$ cat config.mk
export PLATFORM = sky130hd
export DESIGN_NAME = otp_white_balance_gain_unit
export DESIGN_NICKNAME = d
export VERILOG_FILES = /design/src/rtl/owbg_pkg.sv /design/src/rtl/owbg_divider.sv /design/src/rtl/otp_white_balance_gain_unit.sv
export SDC_FILE = /design/constraint.sdc
export NUM_CORES = 1
export LEC_CHECK = 0
export BUFFER_PORTS_ARGS = -buffer_cell sky130_fd_sc_hd__buf_2
export CAP_MARGIN = 20
export CORE_AREA = 2 2 245 247
export DETAILED_ROUTE_END_ITERATION = 8
export DIE_AREA = 0 0 247 249
export GPL_TIMING_DRIVEN = 1
export PLACE_DENSITY = 0.72
export SLEW_MARGIN = 5
export SYNTH_ARGS = -nofsm -noshare
export SYNTH_HDL_FRONTEND = slang
export SYNTH_SLANG_ARGS = --single-unit
$ cat constraint.sdc
create_clock -name clock -period 16.6 [get_ports clock]
set_clock_uncertainty 0.1 [all_clocks]
set_input_delay 2.49 -clock clock [delete_from_list [all_inputs] [get_ports clock]]
set_output_delay 2.49 -clock clock [all_outputs]
set_load 0.005 [all_outputs]
$ cat src/rtl/owbg_pkg.sv
// Shared widths, codes, types and reset values of the white-balance gain unit.
package owbg_pkg;

   localparam int BYTE_W      = 8;
   localparam int RATIO_W     = 10;
   localparam int GAIN_W      = 30;
   localparam int NUM_W       = RATIO_W + GAIN_W;
   localparam int DIV_STEPS   = NUM_W / 2;
   localparam int STEP_CNT_W  = $clog2(DIV_STEPS);
   localparam int UNITY_SHIFT = 10;
   localparam int CSR_ADDR_W  = 3;
   localparam int CSR_DATA_W  = 32;
   localparam int FLAG_INVALID_BIT = 7;

   localparam logic [GAIN_W-1:0]  UNITY_GAIN     = 30'h400;
   localparam logic [RATIO_W-1:0] RED_TYP_RESET  = 10'd353;
   localparam logic [RATIO_W-1:0] BLUE_TYP_RESET = 10'd340;

   typedef enum logic {
      REG_RED_TYP  = 1'b0,
      REG_BLUE_TYP = 1'b1
   } reg_index_type;

   typedef enum logic [1:0] {
      STATUS_OK         = 2'd0,
      STATUS_NO_GROUP   = 2'd1,
      STATUS_ZERO_RATIO = 2'd2
   } status_type;

   typedef enum logic [3:0] {
      ST_IDLE,
      ST_EVAL,
      ST_GR_GO,
      ST_GR_WAIT,
      ST_GB_GO,
      ST_GB_WAIT,
      ST_PICK,
      ST_MUL,
      ST_FIN_GO,
      ST_FIN_WAIT,
      ST_OUT
   } state_type;

   typedef struct packed {
      logic               start;
      logic [NUM_W-1:0]   num;
      logic [RATIO_W-1:0] den;
   } div_req_type;

   typedef struct packed {
      logic              done;
      logic [GAIN_W-1:0] quotient;
   } div_rsp_type;

endpackage

$ cat src/rtl/owbg_divider.sv
// Radix-4 restoring divider, two quotient bits per cycle, saturating quotient.
module owbg_divider (
   input  logic                 clock,
   input  logic                 reset,
   input  owbg_pkg::div_req_type div_req,
   output owbg_pkg::div_rsp_type div_rsp
);

   logic [owbg_pkg::NUM_W-1:0]      quo_ff, quo_in;
   logic [owbg_pkg::RATIO_W-1:0]    rem_ff, rem_in;
   logic [owbg_pkg::RATIO_W-1:0]    den_ff, den_in;
   logic [owbg_pkg::STEP_CNT_W-1:0] count_ff, count_in;
   logic                            busy_ff, busy_in;
   logic                            done_ff, done_in;

   logic [owbg_pkg::RATIO_W:0] den_ext;
   logic [owbg_pkg::RATIO_W:0] trial1, trial2, diff1, diff2;
   logic                       ge1, ge2;
   logic [owbg_pkg::RATIO_W-1:0] rem1, rem2;

   // two dependent compare-subtract steps
   always_comb begin
      den_ext = {1'b0, den_ff};
      trial1  = {rem_ff, quo_ff[owbg_pkg::NUM_W-1]};
      diff1   = trial1 - den_ext;
      ge1     = (trial1 >= den_ext);
      rem1    = ge1 ? diff1[owbg_pkg::RATIO_W-1:0] : trial1[owbg_pkg::RATIO_W-1:0];
      trial2  = {rem1, quo_ff[owbg_pkg::NUM_W-2]};
      diff2   = trial2 - den_ext;
      ge2     = (trial2 >= den_ext);
      rem2    = ge2 ? diff2[owbg_pkg::RATIO_W-1:0] : trial2[owbg_pkg::RATIO_W-1:0];
   end

   always_comb begin
      quo_in   = quo_ff;
      rem_in   = rem_ff;
      den_in   = den_ff;
      count_in = count_ff;
      busy_in  = busy_ff;
      done_in  = 1'b0;
      if (div_req.start) begin
         quo_in   = div_req.num;
         rem_in   = '0;
         den_in   = div_req.den;
         count_in = '0;
         busy_in  = 1'b1;
      end else if (busy_ff) begin
         quo_in   = {quo_ff[owbg_pkg::NUM_W-3:0], ge1, ge2};
         rem_in   = rem2;
         count_in = count_ff + 1'b1;
         if (count_ff == owbg_pkg::STEP_CNT_W'(owbg_pkg::DIV_STEPS - 1)) begin
            busy_in = 1'b0;
            done_in = 1'b1;
         end
      end
   end

   always_ff @(posedge clock) begin
      if (reset) begin
         busy_ff  <= 1'b0;
         done_ff  <= 1'b0;
         count_ff <= '0;
      end else begin
         busy_ff  <= busy_in;
         done_ff  <= done_in;
         count_ff <= count_in;
      end
      quo_ff <= quo_in;
      rem_ff <= rem_in;
      den_ff <= den_in;
   end

   // clamp anything past 30 bits (this also covers a zero divisor)
   always_comb begin
      div_rsp.done = done_ff;
      if (|quo_ff[owbg_pkg::NUM_W-1:owbg_pkg::GAIN_W]) begin
         div_rsp.quotient = '1;
      end else begin
         div_rsp.quotient = quo_ff[owbg_pkg::GAIN_W-1:0];
      end
   end

endmodule

$ cat src/rtl/otp_white_balance_gain_unit.sv
// Top level of the white-balance gain unit: group selection, sequencer, registers.
//
//   channel  | direction | handshake             | payload
//   ---------+-----------+-----------------------+-----------------------------------
//   req      | in        | req_valid / req_ready | flag, ratio high bytes, low bits, last
//   rsp      | out       | rsp_valid / rsp_ready | status, three gains, three write flags
//   csr      | in/out    | psel, penable, pready | typical red / blue ratio registers
//
// A group that is not the last leaves the block ready for the next one. After its acceptance
// a last group holds the input off for the run: no division when no usable group was kept
// or a kept ratio is zero, two when both kept ratios fall below the typical ones, two and a
// multiply when one does, and three and a multiply when neither does; each division is a
// launch, 20 two-bit steps and done in the shared divider, which sets the rate.
// Reset is synchronous and returns the typical ratios to 353 and 340.
// A stalled result sits in the output register; the next run may start meanwhile and
// only its own result waits for the slot to drain.
module otp_white_balance_gain_unit (
   input  logic        clock,
   input  logic        reset,
   // request channel
   input  logic        req_valid,
   output logic        req_ready,
   input  logic [7:0]  req_flag_byte,
   input  logic [7:0]  req_red_ratio_high,
   input  logic [7:0]  req_blue_ratio_high,
   input  logic [7:0]  req_low_bits_byte,
   input  logic        req_last_group,
   // result channel
   output logic        rsp_valid,
   input  logic        rsp_ready,
   output logic [1:0]  rsp_status,
   output logic [29:0] rsp_red_gain,
   output logic [29:0] rsp_green_gain,
   output logic [29:0] rsp_blue_gain,
   output logic        rsp_red_write,
   output logic        rsp_green_write,
   output logic        rsp_blue_write,
   // configuration port
   input  logic        psel,
   input  logic        penable,
   input  logic        pwrite,
   input  logic [2:0]  paddr,
   input  logic [31:0] pwdata,
   output logic [31:0] prdata,
   output logic        pready
);

   localparam int RW = owbg_pkg::RATIO_W;
   localparam int GW = owbg_pkg::GAIN_W;
   localparam int NW = owbg_pkg::NUM_W;

   // sequencer
   owbg_pkg::state_type  state_ff, state_in;

   // configuration
   logic [RW-1:0] red_typ_ff, red_typ_in;
   logic [RW-1:0] blue_typ_ff, blue_typ_in;

   // kept group
   logic          found_ff, found_in;
   logic [RW-1:0] kept_r_ff, kept_r_in;
   logic [RW-1:0] kept_b_ff, kept_b_in;

   // run state
   owbg_pkg::status_type status_ff, status_in;
   logic          b_lt_ff, b_lt_in;
   logic          r_lt_ff, r_lt_in;
   logic          pick_r_ff, pick_r_in;
   logic [GW-1:0] gr_ff, gr_in;
   logic [GW-1:0] gb_ff, gb_in;
   logic [GW-1:0] fin_ff, fin_in;
   logic [NW-1:0] prod_ff, prod_in;

   // result register
   logic                 rsp_valid_ff, rsp_valid_in;
   owbg_pkg::status_type rsp_status_ff, rsp_status_in;
   logic [GW-1:0]        rsp_red_ff, rsp_red_in;
   logic [GW-1:0]        rsp_green_ff, rsp_green_in;
   logic [GW-1:0]        rsp_blue_ff, rsp_blue_in;
   logic                 rsp_rw_ff, rsp_rw_in;
   logic                 rsp_gw_ff, rsp_gw_in;
   logic                 rsp_bw_ff, rsp_bw_in;

   // combinational helpers
   logic                    req_fire;
   logic                    cfg_write;
   owbg_pkg::reg_index_type cfg_sel;
   logic                    group_ok;
   logic [RW-1:0]           new_r, new_b;
   owbg_pkg::status_type    eval_status;
   logic                    eval_b_lt, eval_r_lt;
   logic                    rsp_load;
   logic [GW-1:0]           mul_a;
   logic [RW-1:0]           mul_b;
   logic [GW-1:0]           red_sel, green_sel, blue_sel;

   owbg_pkg::div_req_type div_req;
   owbg_pkg::div_rsp_type div_rsp;

   owbg_divider u_divider (
      .clock   (clock),
      .reset   (reset),
      .div_req (div_req),
      .div_rsp (div_rsp)
   );

   // decode the incoming group and the register port
   always_comb begin
      req_fire  = req_valid && req_ready;
      cfg_write = psel && penable && pwrite && pready;
      cfg_sel   = owbg_pkg::reg_index_type'(paddr[2]);
      group_ok  = !req_flag_byte[owbg_pkg::FLAG_INVALID_BIT]
                  && ((|req_red_ratio_high) || (|req_blue_ratio_high));
      new_r     = {req_red_ratio_high, req_low_bits_byte[7:6]};
      new_b     = {req_blue_ratio_high, req_low_bits_byte[5:4]};
   end

   // classify the kept group against the typical ratios
   always_comb begin
      if (!found_ff) begin
         eval_status = owbg_pkg::STATUS_NO_GROUP;
      end else if (kept_r_ff == '0 || kept_b_ff == '0) begin
         eval_status = owbg_pkg::STATUS_ZERO_RATIO;
      end else begin
         eval_status = owbg_pkg::STATUS_OK;
      end
      eval_b_lt = (kept_b_ff < blue_typ_ff);
      eval_r_lt = (kept_r_ff < red_typ_ff);
   end

   // next state
   always_comb begin
      state_in = state_ff;
      case (state_ff)
         owbg_pkg::ST_IDLE: begin
            if (req_fire && req_last_group) state_in = owbg_pkg::ST_EVAL;
         end
         owbg_pkg::ST_EVAL: begin
            if (eval_status != owbg_pkg::STATUS_OK) begin
               state_in = owbg_pkg::ST_OUT;
            end else if (!eval_b_lt && eval_r_lt) begin
               state_in = owbg_pkg::ST_GB_GO;   // only green from blue is needed
            end else begin
               state_in = owbg_pkg::ST_GR_GO;
            end
         end
         owbg_pkg::ST_GR_GO: state_in = owbg_pkg::ST_GR_WAIT;
         owbg_pkg::ST_GR_WAIT: begin
            if (div_rsp.done) begin
               state_in = (r_lt_ff || !b_lt_ff) ? owbg_pkg::ST_GB_GO : owbg_pkg::ST_PICK;
            end
         end
         owbg_pkg::ST_GB_GO: state_in = owbg_pkg::ST_GB_WAIT;
         owbg_pkg::ST_GB_WAIT: begin
            if (div_rsp.done) begin
               state_in = b_lt_ff ? owbg_pkg::ST_OUT : owbg_pkg::ST_PICK;
            end
         end
         owbg_pkg::ST_PICK:   state_in = owbg_pkg::ST_MUL;
         owbg_pkg::ST_MUL:    state_in = owbg_pkg::ST_FIN_GO;
         owbg_pkg::ST_FIN_GO: state_in = owbg_pkg::ST_FIN_WAIT;
         owbg_pkg::ST_FIN_WAIT: begin
            if (div_rsp.done) state_in = owbg_pkg::ST_OUT;
         end
         owbg_pkg::ST_OUT: begin
            if (!rsp_valid_ff || rsp_ready) state_in = owbg_pkg::ST_IDLE;
         end
         default: state_in = owbg_pkg::ST_IDLE;
      endcase
   end

   // sequencer outputs: handshake, divider launch and operand select
   always_comb begin
      req_ready     = (state_ff == owbg_pkg::ST_IDLE);
      rsp_load      = (state_ff == owbg_pkg::ST_OUT) && (!rsp_valid_ff || rsp_ready);
      div_req.start = 1'b0;
      div_req.num   = prod_ff;
      div_req.den   = pick_r_ff ? kept_b_ff : kept_r_ff;
      case (state_ff)
         owbg_pkg::ST_GR_GO: begin
            div_req.start = 1'b1;
            if (r_lt_ff) begin
               // both ratios low: red gain straight from the typical ratio
               div_req.num = NW'({red_typ_ff, {owbg_pkg::UNITY_SHIFT{1'b0}}});
               div_req.den = kept_r_ff;
            end else begin
               div_req.num = NW'({kept_r_ff, {owbg_pkg::UNITY_SHIFT{1'b0}}});
               div_req.den = red_typ_ff;
            end
         end
         owbg_pkg::ST_GB_GO: begin
            div_req.start = 1'b1;
            if (b_lt_ff) begin
               div_req.num = NW'({blue_typ_ff, {owbg_pkg::UNITY_SHIFT{1'b0}}});
               div_req.den = kept_b_ff;
            end else begin
               div_req.num = NW'({kept_b_ff, {owbg_pkg::UNITY_SHIFT{1'b0}}});
               div_req.den = blue_typ_ff;
            end
         end
         owbg_pkg::ST_FIN_GO: begin
            div_req.start = 1'b1;
         end
         default: begin
            div_req.start = 1'b0;
         end
      endcase
   end

   // multiplier operands: green gain times the opposite typical ratio
   always_comb begin
      mul_a = pick_r_ff ? gr_ff : gb_ff;
      mul_b = pick_r_ff ? blue_typ_ff : red_typ_ff;
   end

   // assemble the three gains from the run's quotients
   always_comb begin
      if (b_lt_ff && r_lt_ff) begin
         red_sel   = gr_ff;
         green_sel = owbg_pkg::UNITY_GAIN;
         blue_sel  = gb_ff;
      end else if (pick_r_ff) begin
         red_sel   = owbg_pkg::UNITY_GAIN;
         green_sel = gr_ff;
         blue_sel  = fin_ff;
      end else begin
         red_sel   = fin_ff;
         green_sel = gb_ff;
         blue_sel  = owbg_pkg::UNITY_GAIN;
      end
   end

   // datapath next values
   always_comb begin
      red_typ_in    = red_typ_ff;
      blue_typ_in   = blue_typ_ff;
      found_in      = found_ff;
      kept_r_in     = kept_r_ff;
      kept_b_in     = kept_b_ff;
      status_in     = status_ff;
      b_lt_in       = b_lt_ff;
      r_lt_in       = r_lt_ff;
      pick_r_in     = pick_r_ff;
      gr_in         = gr_ff;
      gb_in         = gb_ff;
      fin_in        = fin_ff;
      prod_in       = prod_ff;
      rsp_valid_in  = rsp_valid_ff;
      rsp_status_in = rsp_status_ff;
      rsp_red_in    = rsp_red_ff;
      rsp_green_in  = rsp_green_ff;
      rsp_blue_in   = rsp_blue_ff;
      rsp_rw_in     = rsp_rw_ff;
      rsp_gw_in     = rsp_gw_ff;
      rsp_bw_in     = rsp_bw_ff;

      if (cfg_write) begin
         case (cfg_sel)
            owbg_pkg::REG_RED_TYP:  red_typ_in  = pwdata[RW-1:0];
            owbg_pkg::REG_BLUE_TYP: blue_typ_in = pwdata[RW-1:0];
            default:                red_typ_in  = red_typ_ff;
         endcase
      end

      // latch the first qualifying group, ignore the rest of the run
      if (req_fire && !found_ff && group_ok) begin
         found_in  = 1'b1;
         kept_r_in = new_r;
         kept_b_in = new_b;
      end

      case (state_ff)
         owbg_pkg::ST_EVAL: begin
            status_in = eval_status;
            b_lt_in   = eval_b_lt;
            r_lt_in   = eval_r_lt;
         end
         owbg_pkg::ST_GR_WAIT: begin
            if (div_rsp.done) gr_in = div_rsp.quotient;
         end
         owbg_pkg::ST_GB_WAIT: begin
            if (div_rsp.done) gb_in = div_rsp.quotient;
         end
         owbg_pkg::ST_PICK: begin
            // green comes from red unless only blue ran, or blue gave the larger green
            if (b_lt_ff) begin
               pick_r_in = 1'b1;
            end else if (r_lt_ff) begin
               pick_r_in = 1'b0;
            end else begin
               pick_r_in = !(gb_ff > gr_ff);
            end
         end
         owbg_pkg::ST_MUL: begin
            prod_in = NW'(mul_a) * NW'(mul_b);
         end
         owbg_pkg::ST_FIN_WAIT: begin
            if (div_rsp.done) fin_in = div_rsp.quotient;
         end
         default: begin
            prod_in = prod_ff;
         end
      endcase

      // drain the result slot, then refill it at the end of a run
      if (rsp_valid_ff && rsp_ready) rsp_valid_in = 1'b0;
      if (rsp_load) begin
         rsp_valid_in  = 1'b1;
         rsp_status_in = status_ff;
         if (status_ff == owbg_pkg::STATUS_OK) begin
            rsp_red_in   = red_sel;
            rsp_green_in = green_sel;
            rsp_blue_in  = blue_sel;
            rsp_rw_in    = (red_sel > owbg_pkg::UNITY_GAIN);
            rsp_gw_in    = (green_sel > owbg_pkg::UNITY_GAIN);
            rsp_bw_in    = (blue_sel > owbg_pkg::UNITY_GAIN);
         end else begin
            rsp_red_in   = '0;
            rsp_green_in = '0;
            rsp_blue_in  = '0;
            rsp_rw_in    = 1'b0;
            rsp_gw_in    = 1'b0;
            rsp_bw_in    = 1'b0;
         end
         // start the next calibration run clean
         found_in  = 1'b0;
         kept_r_in = '0;
         kept_b_in = '0;
      end
   end

   always_ff @(posedge clock) begin
      if (reset) begin
         state_ff     <= owbg_pkg::ST_IDLE;
         red_typ_ff   <= owbg_pkg::RED_TYP_RESET;
         blue_typ_ff  <= owbg_pkg::BLUE_TYP_RESET;
         found_ff     <= 1'b0;
         kept_r_ff    <= '0;
         kept_b_ff    <= '0;
         rsp_valid_ff <= 1'b0;
      end else begin
         state_ff     <= state_in;
         red_typ_ff   <= red_typ_in;
         blue_typ_ff  <= blue_typ_in;
         found_ff     <= found_in;
         kept_r_ff    <= kept_r_in;
         kept_b_ff    <= kept_b_in;
         rsp_valid_ff <= rsp_valid_in;
      end
      status_ff     <= status_in;
      b_lt_ff       <= b_lt_in;
      r_lt_ff       <= r_lt_in;
      pick_r_ff     <= pick_r_in;
      gr_ff         <= gr_in;
      gb_ff         <= gb_in;
      fin_ff        <= fin_in;
      prod_ff       <= prod_in;
      rsp_status_ff <= rsp_status_in;
      rsp_red_ff    <= rsp_red_in;
      rsp_green_ff  <= rsp_green_in;
      rsp_blue_ff   <= rsp_blue_in;
      rsp_rw_ff     <= rsp_rw_in;
      rsp_gw_ff     <= rsp_gw_in;
      rsp_bw_ff     <= rsp_bw_in;
   end

   // register read-back
   always_comb begin
      pready = 1'b1;
      case (cfg_sel)
         owbg_pkg::REG_RED_TYP:  prdata = owbg_pkg::CSR_DATA_W'(red_typ_ff);
         owbg_pkg::REG_BLUE_TYP: prdata = owbg_pkg::CSR_DATA_W'(blue_typ_ff);
         default:                prdata = '0;
      endcase
   end

   assign rsp_valid       = rsp_valid_ff;
   assign rsp_status      = rsp_status_ff;
   assign rsp_red_gain    = rsp_red_ff;
   assign rsp_green_gain  = rsp_green_ff;
   assign rsp_blue_gain   = rsp_blue_ff;
   assign rsp_red_write   = rsp_rw_ff;
   assign rsp_green_write = rsp_gw_ff;
   assign rsp_blue_write  = rsp_bw_ff;

   // a last group holds off further requests while the run is computed
   a_busy_after_last: assert property (@(posedge clock) disable iff (reset)
      (req_valid && req_ready && req_last_group) |=> !req_ready)
      else $error("request taken right after a last group");

   // a failed run reports no gains and no writes
   a_fail_zero: assert property (@(posedge clock) disable iff (reset)
      (rsp_valid && rsp_status != owbg_pkg::STATUS_OK) |->
      (rsp_red_gain == '0 && rsp_green_gain == '0 && rsp_blue_gain == '0
       && !rsp_red_write && !rsp_green_write && !rsp_blue_write))
      else $error("failed run carries gains");

   // a good run has one channel pinned at unity
   a_unity_anchor: assert property (@(posedge clock) disable iff (reset)
      (rsp_valid && rsp_status == owbg_pkg::STATUS_OK) |->
      (rsp_red_gain == owbg_pkg::UNITY_GAIN || rsp_green_gain == owbg_pkg::UNITY_GAIN
       || rsp_blue_gain == owbg_pkg::UNITY_GAIN))
      else $error("no gain at unity");

   // write flags follow the gains
   a_write_flags: assert property (@(posedge clock) disable iff (reset)
      (rsp_valid && rsp_status == owbg_pkg::STATUS_OK) |->
      (rsp_red_write == (rsp_red_gain > owbg_pkg::UNITY_GAIN)
       && rsp_green_write == (rsp_green_gain > owbg_pkg::UNITY_GAIN)
       && rsp_blue_write == (rsp_blue_gain > owbg_pkg::UNITY_GAIN)))
      else $error("write flag mismatch");

endmodule

Word-level counts from Yosys, hierarchy flattened
Index checks and enable logic that the tools add are counted.

storage, ports and cells
  latch bits = 0
  input bits = 75
  register bits = 343
  memory bits (writable) = 0
  word-level logic and storage cells = 136
  memories = 0
  ROM bits = 0

cells by class
  reduce and logical (&&, ||, !) cells = 41
  eq/ne operators = 16
  bitwise logic cells = 2
  multiply operators = 1
  multiplexer cells = 37
  $lt $le $gt $ge = 8
  shifts and indexed selects = 0
  $add $sub $neg = 3
  div/mod/pow operators = 0

operators by type and width
  operator                number
  $mux W30                9
  $pmux W50 S2            1
  $gt A30 B11 Y1 const B  3
  $mux W40                2
  $pmux W32 S2            1
  $pmux W4 S11            1
  $mul A30 B10 Y40        1
  $mux W10                4
  $gt A30 B30 Y1          1
  $mux W4                 7
  $ge A11 B10 Y1          2
  $logic_not A10 Y1       2
  $lt A10 B10 Y1          2
  $sub A10 B10 Y10        2
  $eq A4 B3 Y1 const B    4
  $reduce_or A8 Y1        2
  $eq A4 B4 Y1 const B    3
  $logic_and A1 B1 Y1     11
  $reduce_and A2 Y1       5
  $reduce_or A10 Y1       1
  $eq A4 B2 Y1 const B    2
  $mux W1                 8
  $ne A2 B1 Y1 const B    4
  $logic_not A1 Y1        6
  other kinds (14)        24

Longest topological paths before layout
  depth after elaboration = 7
  depth in mapped cells = 28
  mapped depth without buffers = 23

Cells and area by module
From an unflattened synthesis, not the netlist that was laid out.

unflattened totals
  cell total of the unflattened synthesis = 2657
  area, all modules = 26746.9 um^2

modules (own cells, without submodules)
  module                       instances  area an instance (um^2)  cells an instance  seq. area each (um^2)
  otp_white_balance_gain_unit  1          22758.1                  2300               7827.5
  owbg_divider                 1          3988.8                   357                1841.8

Worst setup path after synthesis
OpenSTA, ideal clock, no wires.

  path kind = register to register
  from = register pick_r_ff
  to = register prod_ff[38], data pin
  path slack = 9574 ps
  stages on the path, launching flop included = 29
  setup time = 135 ps
  arrival time = 6791 ps
  path through = edfxtp_1 clkbuf_1 buf_2 clkbuf_1 nand2_1 o21ai_0 clkbuf_1 clkbuf_1 nand2_1 fa_1 inv_1 fa_1 inv_1 fa_1 inv_1 fa_1 inv_1 fa_1 inv_1 ha_1 o21ai_0 a211oi_1 a21oi_2 nand2_1 a221o_1 a41oi_2 o21ai_1 or4_1 nand3_1

between the ends
  cells in the longest elaborated chain, start to end = 2
  elaborated cells between the ends (all ways) = 3
  those cells by class = 1 x mul; 2 x mux

ends and longest elaborated chain
  what                                  RTL line                                                                source
  start, declared                       otp_white_balance_gain_unit.sv:68                                       logic pick_r_ff, pick_r_in;
  start signal, assigned                otp_white_balance_gain_unit.sv:353                                      pick_r_ff <= pick_r_in;
  $mux W30 or $mux W10 (tied branches)  otp_white_balance_gain_unit.sv:212, otp_white_balance_gain_unit.sv:213
  $mul A30 B10 Y40 *                    otp_white_balance_gain_unit.sv:295                                      prod_in = NW'(mul_a) * NW'(mul_b);
  end signal, assigned                  otp_white_balance_gain_unit.sv:357                                      prod_ff <= prod_in;
  end, declared                         otp_white_balance_gain_unit.sv:72                                       logic [NW-1:0] prod_ff, prod_in;

Mark *: on every way between the ends. The rest lies on a longest branch, timed or not.
A chain may end at the register's enable or synchronous reset.

Worst setup path in the final report
Same ends and word-level chain as after synthesis.

==> impl_results.md <==
* Routed len/inst at 19.7 µm
* PostCTS Resize Cnt at 0
* Measured slew at the worst slew-check pin at 1.13 ns
* Overall fraction of global-route tracks in use at 23.0%
* Reported leakage power at 12.8 nW
* Initial antenna violation count at 3
* CTS hold repair buffers at 0
* Number of CTS-inserted buffers at 39
* Area growth from synthesis to final layout at 11.1%
* Cell type of the slowest stage on the worst timing path: mux2i_1
* Floorplan die height at 249 µm
* Width of the die at approximately 250 µm
* Remaining design rule violation count at 0
* Status: finished, final reports clean
* Buffer cell driving the clock tree root: clkbuf_16
* Hold path startpoint: status_ff[0]
* Maximum fanout encountered on the critical timing path at 78
* Grt ovf at 0
* Setup repair after global routing missed its margin: no
* Share of layout cells above drive strength 1 at 12.2%
* Number of clock sinks seen by CTS at about 340
* Cell breakdown of the critical path: buf_4 -> buf_4 -> mux2i_1 -> nor2_1 -> fa_1 -> fa_1 -> fa_1 -> fa_1 -> inv_1 -> fa_1 -> inv_1 -> ha_1 -> a21oi_2 -> o21a_1 -> o21ai_0 -> a21o_1 -> a221o_1 -> a41oi_2 -> o21ai_1 -> or4_1 -> nand3_1
* Setup-failing EPs final at 0
* Hold WC Path Type: reg -> reg
* Max Cap Viol at 0
* Distinct cells, synth at between 70 and 80
* First-pass GRT wire length at approximately 110,000 µm
* Startpoint of the most critical register-to-register path: pick_r_ff
* Max Clk Rate at 0.121 GHz
* Critical path endpoint category: register
* Synth warn at 0
* Final HPWL DP at 53,200 µm
* Detailed-route wire length at between 70,000 and 80,000 µm
* Power per cell area at 154 nW/µm²
* CP most frequent cell: fa_1
* Source-to-sink clock delay at the later pin of the worst-skew pair at 0.57 ns
* Post-synth top flop: edfxtp_1
* Maximum number of pins on one net before global-route repair at 79
* Reg2reg end: prod_ff[38]
* Async set or reset register ratio after synthesis at 0%
* Crit Path Category: reg -> reg
* Detailed-route vias per instance at 5.64
* Worst slew margin relative to its limit at roughly a quarter
* Number of cells traversed by the worst hold path at 0
* Yosys reg bits at between 300 and 400
* Final number of hold-violating endpoints at 0
* Total die area at about 60,000 µm²
* TritonCTS clock tree: done
* Number of levels the H-tree was split into at 2
* Post-synthesis cell type with the largest combined area: edfxtp_1
* Total number of vias at 20,100
* 1st-pass router iterations at 5
* Number of flops mapped to enable cells by yosys at 280
* ANT nets after route at 0
* Critical path data required time at approximately 17 ns
* Final Worst Setup Slack at between 8 and 9 ns
* Maximum ir drop on the vdd rail at 0.0000875 V
* Final max-slew violation count at 0
* Accumulated negative setup slack at 0 ns
* Minimum setup slack among reg-to-reg paths at 8.32 ns
* Number of top-level design ports at just over 200
* Sequential area share after synthesis at 36.8%
* Fin crit share at between 40% and 50%
* Area of the mapped netlist at 26,300 µm²
* Endpoint of the worst hold path: rsp_status[0]
* Number of filler instances in the final layout at 5,162
* Share of the synthesized area in the top cell type at between 30% and 40%
* Initial standard-cell utilization of the core at between 40% and 50%
* Number of cells traversed by the worst register-to-register path at 21
* Worst Path Arrival at 8.59 ns
* Number of global-route vias before repair at 20,400
* Postcts setup bufs at 0
* Routability Congestion at 0.908
* Mean cell area of the mapped netlist at 9.87 µm²
* Cells taking the most area after synthesis: edfxtp_1 32%, fa_1 17%, ha_1 6.9%, nand2_1 4.8%, dfxtp_1 4.8%
* Clock transition at the registers of the reported paths at roughly 0.060 ns
* Min cycle time layout at ~8.3 ns
* Crit path largest cell delay at 0.97 ns
* Cell row count at 89
* Number of design-rule violations left by the first detailed-router iteration at approximately 1,600
* Number of nets at the end of the flow at 3,208
* Placeable Area at ~60,000 µm²
* Synthesized instance count at 2,660
* Setup WS pre-CTS at 8.46 ns
* Count of buffers inserted at the top-level ports at 146
* Worst Setup Start Kind: register
* Number of buffers on the longest clock path at 3
[synthesized netlist by cell type, types with 5 or more instances]
master / count
nand2_1: 339
inv_1: 283
edfxtp_1: 280
nor2_1: 278
fa_1: 224
a21oi_1: 182
ha_1: 144
mux2i_1: 117
clkbuf_1: 103
o21ai_0: 92
dfxtp_1: 63
nand3_1: 52
or2_2: 37
xnor2_1: 35
a21o_1: 34
nor4_1: 33
mux2_2: 31
nand3b_1: 30
nand4_1: 25
buf_4: 23
nor3_1: 20
nand2b_1: 19
nor2b_1: 19
o21a_1: 18
xor2_1: 18
buf_1: 15
o22ai_1: 12
a211o_1: 11
o22a_1: 11
a211oi_1: 8
o21ai_1: 8
or3_1: 8
a31oi_1: 6
o211ai_1: 6
and2_1: 5
mux2_1: 5
or4_1: 5
[layout by cell type, fill, tap and decap left out, drive strengths merged, types with 55 or more instances in the layout]
cell and n:
fa 224, buf 189, mux2i 117, nor2 278
edfxtp 280, inv 287, clkbuf 55, o21ai 101
a21oi 185, nand2 339, dfxtp 63, ha 144
[state kept, by name, indices dropped and copies added, names as in the netlist, 2 cells and up]
signal	flops
prod_ff	40
u_divider.quo_ff	40
fin_ff	30
gb_ff	30
gr_ff	30
rsp_blue_gain	30
rsp_green_gain	30
rsp_red_gain	30
blue_typ_ff	10
kept_b_ff	10
kept_r_ff	10
red_typ_ff	10
u_divider.den_ff	10
u_divider.rem_ff	10
u_divider.count_ff	5
state_ff	4
rsp_status	2
status_ff	2
[layout make-up]
| type | count | area, µm² | share of cell area (%) |
|---|---|---|---|
| timing repair buffer | 189 | 1120 | 3.82 |
| tap | 773 | 967 | 3.31 |
| sequential | 343 | 9670 | 33.1 |
| clock buffer | 55 | 1180 | 4.05 |
| inverter | 283 | 1060 | 3.64 |
| clock inverter | 16 | 174 | 0.596 |
| antenna | 1 | 2.50 | 0.00857 |
| multi-input combinational | 1909 | 15000 | 51.4 |
[metal layers]
layer / wire length (µm) / share of wire, % / vias to the layer above / global-route usage (%)
met1: 28200 / 40 / 9992 / 29.7
met4: 2050 / 2.9 / 0 / 7.57
met2: 34700 / 49 / 818 / 39.0
li1: - / - / 9206 / -
met3: 5380 / 7.6 / 126 / 3.77
met5: 0 / 0 / - / 0
[report_power, final]
group | internal (W) | switching [W] | total, W
Combinational | 0.000951 | 0.00138 | 0.00233
Sequential | 0.00117 | 0.0000937 | 0.00126
Clock | 0.000536 | 0.000368 | 0.000904
Total | 0.00265 | 0.00184 | 0.00450
[worst max-delay path, delay by kind of cell (launching register included)]
kind	cells	cell delay [ns]
buffers and inverters	4	1.32
AO/OA/AOI/OAI	7	1.52
AND/OR/NAND/NOR	3	0.71
adder cells (fa/ha/maj)	6	3.13
flip-flops	1	0.34
multiplexers	1	0.97
[worst max-delay path by stage]
stage,start,to,cells past startpoint
2_1_floorplan,pick_r_ff,prod_ff[38],28
3_3_place_gp,pick_r_ff,prod_ff[37],21
3_5_place_dp,pick_r_ff,prod_ff[37],21
4_1_cts,pick_r_ff,prod_ff[37],21
5_1_grt,pick_r_ff,prod_ff[37],21
6_report,pick_r_ff,prod_ff[38],21
[cell families (layout without fill, tap and decap cells)]
kind of cell / after synthesis / in the layout / synth area share (%)
AND/OR/NAND/NOR: 883 / 883 / 15.1
AO/OA/AOI/OAI: 429 / 429 / 9.90
buffers and inverters: 429 / 543 / 6.48
adder cells (fa/ha/maj): 368 / 368 / 23.9
flip-flops: 343 / 343 / 36.8
multiplexers: 153 / 153 / 6.00
XOR/XNOR: 53 / 53 / 1.77
other: 2 / 24 / 0.0286
[stage by stage]
stage | hold WS, ns | instances | total power [W] | area [µm²] | utilization, %
detailed placement | 0.325 | 3492 | 0.00357 | 27800 | 47.3
global route | 0.372 | 3568 | 0.00483 | 29200 | 49.7
CTS | 0.341 | 3563 | 0.00449 | 29100 | 49.6
finish | 0.339 | 3569 | 0.00450 | 29200 | 49.7
floorplan | 0.317 | 2681 | 0.00302 | 26300 | -
global placement | 0.322 | 3488 | 0.00352 | 27700 | 47.2
Power figures use the tool's default switching activity.
